$ cat src/rtl/ppid_pkg.sv
// Shared types and constants of the positional PID controller.
package ppid_pkg;

  // Configuration register indexes.
  typedef enum logic [1:0] {
    REG_GAIN_P    = 2'd0,
    REG_GAIN_I    = 2'd1,
    REG_GAIN_D    = 2'd2,
    REG_INT_LIMIT = 2'd3
  } cfg_reg_t;

  localparam int SAMPLE_W = 16;   // setpoint and measured
  localparam int GAIN_W   = 16;   // signed gains
  localparam int LIMIT_W  = 30;   // integral magnitude bound
  localparam int ERR_W    = 17;   // setpoint - measured
  localparam int DERIV_W  = 18;   // error - previous error
  localparam int INTEG_W  = 31;   // clamped integral, |x| < 2**30
  localparam int DRIVE_W  = 32;   // saturated output
  localparam int ACC_W    = 48;   // exact weighted sum

  localparam logic signed [GAIN_W-1:0]  GAIN_P_RST    = 16'sd256;
  localparam logic signed [GAIN_W-1:0]  GAIN_I_RST    = 16'sd0;
  localparam logic signed [GAIN_W-1:0]  GAIN_D_RST    = 16'sd0;
  localparam logic        [LIMIT_W-1:0] INT_LIMIT_RST = 30'h3FFF_FFFF;

  localparam logic signed [DRIVE_W-1:0] DRIVE_MAX = 32'sh7FFF_FFFF;
  localparam logic signed [DRIVE_W-1:0] DRIVE_MIN = 32'sh8000_0000;

endpackage

$ cat src/rtl/positional_pid_controller.sv
// Positional PID controller with integral clamp, top level.
//
// Each input item carries a setpoint and a measured value; the block returns one drive
// item per input: (kp*error + ki*integral + kd*derivative) >> GAIN_FRAC_BITS, truncated
// toward zero and saturated to signed 32 bits. The integral is clamped to
// +/- integral_limit after each error is added. The datapath is a five-register pipeline
// (error, integral/derivative update, products, sum, output); an accepted input moves
// through those registers in order, and one item is taken every cycle while the output
// is not stalled; the integral and previous-error registers close their loop in a single
// stage, which is what allows one item per cycle. Each stage advances whenever the stage
// after it is empty or moving, so empty stages fill while the output is stalled. The user must
// write gains and the limit through the cfg port while no item is in flight (not enforced).
module positional_pid_controller #(
  parameter int GAIN_FRAC_BITS = 8
) (
  input  logic                       clk,
  input  logic                       rst_n,
  // Input stream. tdata: [15:0] setpoint, [31:16] measured.
  input  logic                       in_tvalid,
  output logic                       in_tready,
  input  logic [31:0]                in_tdata,
  // Result stream. tdata: [31:0] drive.
  output logic                       out_tvalid,
  input  logic                       out_tready,
  output logic [31:0]                out_tdata,
  // Configuration write port.
  input  logic                       cfg_we,
  input  ppid_pkg::cfg_reg_t         cfg_addr,
  input  logic [ppid_pkg::LIMIT_W-1:0] cfg_wdata
);
  import ppid_pkg::*;

  localparam logic signed [ACC_W-1:0] ROUND_BIAS =
    (ACC_W'(1) << GAIN_FRAC_BITS) - ACC_W'(1);

  // Configuration registers.
  logic signed [GAIN_W-1:0]  gain_p_r, gain_i_r, gain_d_r;
  logic        [LIMIT_W-1:0] int_limit_r;

  // Loop state.
  logic signed [INTEG_W-1:0] error_sum_r;
  logic signed [ERR_W-1:0]   prev_error_r;

  // Pipeline stage valids and payloads.
  logic                      s0_valid_r, s1_valid_r, s2_valid_r, s3_valid_r, out_valid_r;
  logic signed [ERR_W-1:0]   s0_err_r;
  logic signed [ERR_W-1:0]   s1_err_r;
  logic signed [INTEG_W-1:0] s1_integ_r;
  logic signed [DERIV_W-1:0] s1_deriv_r;
  logic signed [ERR_W+GAIN_W-1:0]   s2_prod_p_r;
  logic signed [INTEG_W+GAIN_W-1:0] s2_prod_i_r;
  logic signed [DERIV_W+GAIN_W-1:0] s2_prod_d_r;
  logic signed [ACC_W-1:0]   s3_acc_r;
  logic signed [DRIVE_W-1:0] drive_r;

  logic s0_rdy, s1_rdy, s2_rdy, s3_rdy, out_rdy;
  logic step_fire;

  logic signed [SAMPLE_W-1:0] setpoint, measured;
  logic signed [ERR_W-1:0]    err_nxt;
  logic signed [31:0]         sum_raw, lim_pos, lim_neg;
  logic signed [INTEG_W-1:0]  integ_nxt;
  logic signed [DERIV_W-1:0]  deriv_nxt;
  logic signed [ERR_W+GAIN_W-1:0]   prod_p_nxt;
  logic signed [INTEG_W+GAIN_W-1:0] prod_i_nxt;
  logic signed [DERIV_W+GAIN_W-1:0] prod_d_nxt;
  logic signed [ACC_W-1:0]   acc_nxt, acc_adj, acc_shr;
  logic                      acc_fits;
  logic signed [DRIVE_W-1:0] drive_nxt;

  // A stage can load when it is empty or its item moves on this cycle.
  assign out_rdy   = !out_valid_r || out_tready;
  assign s3_rdy    = !s3_valid_r || out_rdy;
  assign s2_rdy    = !s2_valid_r || s3_rdy;
  assign s1_rdy    = !s1_valid_r || s2_rdy;
  assign s0_rdy    = !s0_valid_r || s1_rdy;
  assign in_tready = s0_rdy;
  assign step_fire = s0_valid_r && s1_rdy;

  assign out_tvalid = out_valid_r;
  assign out_tdata  = drive_r;

  // Stage 0: error.
  assign setpoint = in_tdata[15:0];
  assign measured = in_tdata[31:16];
  assign err_nxt  = ERR_W'(setpoint) - ERR_W'(measured);

  // Stage 1: clamped integral and derivative.
  always_comb begin
    lim_pos = $signed({2'b00, int_limit_r});
    lim_neg = -lim_pos;
    sum_raw = 32'(error_sum_r) + 32'(s0_err_r);
    if (sum_raw > lim_pos) begin
      integ_nxt = INTEG_W'(lim_pos);
    end else if (sum_raw < lim_neg) begin
      integ_nxt = INTEG_W'(lim_neg);
    end else begin
      integ_nxt = INTEG_W'(sum_raw);
    end
    deriv_nxt = DERIV_W'(s0_err_r) - DERIV_W'(prev_error_r);
  end

  // Stage 2: products.
  assign prod_p_nxt = (ERR_W+GAIN_W)'(gain_p_r) * (ERR_W+GAIN_W)'(s1_err_r);
  assign prod_i_nxt = (INTEG_W+GAIN_W)'(gain_i_r) * (INTEG_W+GAIN_W)'(s1_integ_r);
  assign prod_d_nxt = (DERIV_W+GAIN_W)'(gain_d_r) * (DERIV_W+GAIN_W)'(s1_deriv_r);

  // Stage 3: weighted sum.
  assign acc_nxt = ACC_W'(s2_prod_p_r) + ACC_W'(s2_prod_i_r) + ACC_W'(s2_prod_d_r);

  // Output: shift toward zero and saturate. A negative sum is biased up first so the
  // arithmetic shift truncates toward zero instead of toward minus infinity.
  always_comb begin
    acc_adj  = s3_acc_r[ACC_W-1] ? (s3_acc_r + ROUND_BIAS) : s3_acc_r;
    acc_shr  = acc_adj >>> GAIN_FRAC_BITS;
    acc_fits = (&acc_shr[ACC_W-1:DRIVE_W-1]) || !(|acc_shr[ACC_W-1:DRIVE_W-1]);
    if (acc_fits) begin
      drive_nxt = acc_shr[DRIVE_W-1:0];
    end else if (acc_shr[ACC_W-1]) begin
      drive_nxt = DRIVE_MIN;
    end else begin
      drive_nxt = DRIVE_MAX;
    end
  end

  always_ff @(posedge clk) begin
    if (!rst_n) begin
      gain_p_r    <= GAIN_P_RST;
      gain_i_r    <= GAIN_I_RST;
      gain_d_r    <= GAIN_D_RST;
      int_limit_r <= INT_LIMIT_RST;
    end else if (cfg_we) begin
      unique case (cfg_addr)
        REG_GAIN_P:    gain_p_r    <= cfg_wdata[GAIN_W-1:0];
        REG_GAIN_I:    gain_i_r    <= cfg_wdata[GAIN_W-1:0];
        REG_GAIN_D:    gain_d_r    <= cfg_wdata[GAIN_W-1:0];
        REG_INT_LIMIT: int_limit_r <= cfg_wdata;
        default:       ;
      endcase
    end
  end

  always_ff @(posedge clk) begin
    if (!rst_n) begin
      error_sum_r  <= '0;
      prev_error_r <= '0;
      s0_valid_r   <= 1'b0;
      s1_valid_r   <= 1'b0;
      s2_valid_r   <= 1'b0;
      s3_valid_r   <= 1'b0;
      out_valid_r  <= 1'b0;
    end else begin
      if (step_fire) begin
        error_sum_r  <= integ_nxt;
        prev_error_r <= s0_err_r;
      end
      if (s0_rdy)  s0_valid_r  <= in_tvalid;
      if (s1_rdy)  s1_valid_r  <= s0_valid_r;
      if (s2_rdy)  s2_valid_r  <= s1_valid_r;
      if (s3_rdy)  s3_valid_r  <= s2_valid_r;
      if (out_rdy) out_valid_r <= s3_valid_r;
    end
  end

  always_ff @(posedge clk) begin
    if (s0_rdy && in_tvalid) begin
      s0_err_r <= err_nxt;
    end
    if (step_fire) begin
      s1_err_r   <= s0_err_r;
      s1_integ_r <= integ_nxt;
      s1_deriv_r <= deriv_nxt;
    end
    if (s2_rdy && s1_valid_r) begin
      s2_prod_p_r <= prod_p_nxt;
      s2_prod_i_r <= prod_i_nxt;
      s2_prod_d_r <= prod_d_nxt;
    end
    if (s3_rdy && s2_valid_r) begin
      s3_acc_r <= acc_nxt;
    end
    if (out_rdy && s3_valid_r) begin
      drive_r <= drive_nxt;
    end
  end

  // After each step the stored integral lies within the limit that was in force.
  a_integ_clamped: assert property (@(posedge clk) disable iff (!rst_n)
    step_fire |=> (32'(error_sum_r) <= $past(lim_pos)) &&
                  (32'(error_sum_r) >= $past(lim_neg)))
    else $error("integral left the clamp range");

  // A stage-1 item that cannot move on is held unchanged.
  a_s1_hold: assert property (@(posedge clk) disable iff (!rst_n)
    (s1_valid_r && !s2_rdy) |=> s1_valid_r && $stable(s1_integ_r) && $stable(s1_err_r))
    else $error("stage 1 item lost while stalled");

  // The loop state only moves together with an item entering stage 1.
  a_state_moves_with_item: assert property (@(posedge clk) disable iff (!rst_n)
    !step_fire |=> $stable(error_sum_r) && $stable(prev_error_r))
    else $error("loop state changed without an item");

  // An accepted item always lands in the first stage.
  a_accept_lands: assert property (@(posedge clk) disable iff (!rst_n)
    (in_tvalid && in_tready) |=> s0_valid_r)
    else $error("accepted item not captured");

endmodule

$ cat config.mk
export PLATFORM = sky130hd
export DESIGN_NAME = positional_pid_controller
export DESIGN_NICKNAME = d
export VERILOG_FILES = /design/src/rtl/ppid_pkg.sv /design/src/rtl/positional_pid_controller.sv
export SDC_FILE = /design/constraint.sdc
export NUM_CORES = 2
export LEC_CHECK = 0
export BUFFER_PORTS_ARGS = -buffer_cell sky130_fd_sc_hd__buf_4
export CORE_MARGIN = 10
export CORE_UTILIZATION = 57
export CTS_CLUSTER_SIZE = 16
export DETAILED_ROUTE_END_ITERATION = 12
export GPL_TIMING_DRIVEN = 0
export PLACE_DENSITY = 0.76
export SLEW_MARGIN = 0
export SYNTH_ARGS = -nofsm -noshare
export SYNTH_HDL_FRONTEND = slang
export SYNTH_SLANG_ARGS = --single-unit
$ cat constraint.sdc
create_clock -name clk -period 6.8 [get_ports clk]
set_input_delay 0.34 -clock clk [delete_from_list [all_inputs] [get_ports clk]]
set_output_delay 0.34 -clock clk [all_outputs]
set_load 0.02 [all_outputs]
==> results.toml <==
[clocking]
cts_tree = "done"
cts_htree_levels = 2
root_buffer = "clkbuf_16"
clk-insertion-delay-late_ps = 670
numCtsBuffers = 48
cts_buffer_depth = 3
clock_sinks = 408
cts.clk_slew.worst_paths_ps = 70

[yosys]
synth-edff-count = 277
syn-cell-area_um2 = 61200
synth_cells = 6495
async_reset_ff_frac = 0
synth_nets = 8107
syn-mean-instance-area_um2 = 9.42
synth.top_cell.area_share = 0.356
yosys.area.top_type = "fa_1"
synth.area.top_cells = "fa_1, edfxtp_1, ha_1"
seq_area_frac_synth = 0.179
synth_cell_types = 102
synth-seq-cells = 408
synth_warnings = 0
ys.flop_type = "edfxtp_1"

[worst_setup_path]
critPathArrivalTime_ps = 7260
end_kind = "register"
rr_endpoint = "s2_prod_i_r[42]"
worstSetupPathType = "reg2reg"
timing.critical_path.from_type = "register"
startpoint = "s1_integ_r[6]"
r2r_start = "s1_integ_r[6]"
rrSetupSlack_ps = -100
critPathMaxFanout = 6
r2r_cells = 26
required_ps = 7160
critPathCapture = "s2_prod_i_r[42]"

[placement]
hpwl_um = 144000
gp_congestion = 0.991
io_buffers = 101
post-place-ws_ps = -1500
dp_cells = 8006

[floorplanning]
start_util = 0.573
die_x_um = 348
dieArea_um2 = 121000
rows = 120
design.core.area_um2 = 107000
io_pins = 103
die_height_um = 348

[drt]
wl_per_cell_um = 21.8
drc_errors = 0
vias_per_cell = 5.71
first_pass_iters = 6
drt_iter0_drc = 3913
antenna_left = 0
vias = 47100
finalWirelength_um = 180000

[job]
drv_cap = 0

[timing]
fin_crit_ps = 6900
relSlewSlack = 0.291
setup_violations = 4
postLayoutSetupSlackWorst_ps = -96.0
slew_viol_final = 0
fin_tns_setup_ps = -250
fmax_mhz = 145
hold_violations = 0
fin_crit_sh = 1.01
fin_worst_skew_ps = 63.3
rsz0062_at_grt = "true"
worst-slew-pin-transition_ps = 1060
holdWs_ps = 20.5

[global_routing]
grt_pass1_vias = 49600
grt_pass1_wl_um = 278000
antenna_found_initial = 6
grt_max_degree = 41
grtUsageTotal = 0.298
grt-ovfl-total = 0

[final_layout]
drive_gt1_frac = 0.0982
final_cell_mix = "inv_1, fa_1, nand2_1"
layout.cells.non_filler = 8240
syn_to_final_growth_pct = 11.3
final_common_cell = "inv_1"
fin_nets = 8405

[min_path]
min_path_type = "in2reg"

[pwr]
p_leak_nw = 31.8
max-vdd-ir-drop_v = 0.000196
power_density_nw_per_um2 = 208

[outcome]
outcome = "finished with violations"
violations = "negative setup slack"
-- per-stage QoR --
step | util | area (um^2) | total power [mW]
after CTS | 0.628 | 67200 | 13.8
after global placement | 0.596 | 63700 | 10.6
final | 0.637 | 68100 | 14.2
after detailed placement | 0.598 | 63900 | 10.8
after floorplan | - | 61200 | 8.44
after global routing | 0.637 | 68100 | 15.1
-- final cells by class --
cell class | count | area, um^2
clock inverter | 25 | 272
multi-input combinational | 4547 | 45300
clock buffer | 62 | 1290
antenna | 7 | 17.5
buffer | 218 | 1340
inverter | 1299 | 4880
fill | 8723 | 38800
timing repair buffer | 271 | 2250
sequential | 408 | 11000
tap | 1403 | 1760
-- report_power, final --
part | leakage [nW] | total [mW] | switching, mW | internal (mW)
Combinational | 27.4 | 8.08 | 4.98 | 3.10
Clock | 0.764 | 2.62 | 1.11 | 1.50
Sequential | 3.66 | 3.51 | 0.330 | 3.18
Total | 31.8 | 14.2 | 6.42 | 7.78
-- cells in the mapped netlist, drive strengths merged (131+ instances only) --
cell type and instances:
inv 1297, fa 1089, nand2 908, and2 424, nor2 200, edfxtp 277
ha 454, o21ai 165, dfxtp 131, clkbuf 225, a21oi 207, xnor2 214
-- critical path: stages, from the launching register on --
cell and delay, ps:
edfxtp_1 490, buf_6 190, and2_4 160, fa_1 500, inv_1 50, fa_1 480, fa_1 500, inv_1 50
fa_1 470, fa_1 530, inv_2 50, fa_1 530, inv_2 50, ha_4 250, o311a_1 130, a32oi_2 200
o211ai_1 120, buf_4 170, a221o_2 390, a31oi_4 230, a211oi_4 100, a211oi_2 300, o211ai_2 180, buf_6 160
buf_4 130, nor2_4 90, xnor2_2 90
-- metal layers --
layer  global-route usage  share of wire  vias to the layer above
li1                     -              -                    20900
met1                0.379           0.39                    23500
met2                0.466           0.45                     2178
met3               0.0859           0.11                      493
met4                0.145          0.056                        8
met5              0.00720        0.00083                        -
-- kinds of logic after synthesis --
| group | after synthesis | share of synthesized area |
|---|---|---|
| compound gates | 809 | 0.0877 |
| xor+xnor | 275 | 0.0393 |
| fa+ha+maj | 1543 | 0.449 |
| buf+inv | 1540 | 0.0949 |
| flops | 408 | 0.179 |
| mux | 4 | 0.000736 |
| simple gates | 1916 | 0.150 |
-- registers in the layout (all words and copies together), names as in the netlist, 18 cells and up --
signal	flops
error_sum_r	31
int_limit_r	30
out_tdata	32
s1_deriv_r	18
s1_integ_r	31
s2_prod_d_r	34
s2_prod_i_r	47
s2_prod_p_r	33
s3_acc_r	48
-- worst min path at each step --
stage / startpoint / end / cells past startpoint
final: cfg_wdata[11] / gain_p_r[11] / 3
after floorplan: prev_error_r[10] / prev_error_r[10] / 2
after detailed placement: prev_error_r[9] / prev_error_r[9] / 2
after CTS: cfg_wdata[3] / gain_p_r[3] / 3
after global routing: cfg_wdata[12] / gain_p_r[12] / 3
after global placement: prev_error_r[4] / prev_error_r[4] / 2
-- timing repair --
action / CTS / global route
pin swaps: 37 / 52
setup endpoints to repair: 52 / 31
hold buffers: 16 / 0
gates resized for setup: 311 / 195
setup buffers: 97 / 50
hold endpoints to repair: 16 / 0
Note: power is estimated with default switching activity, not from simulation.
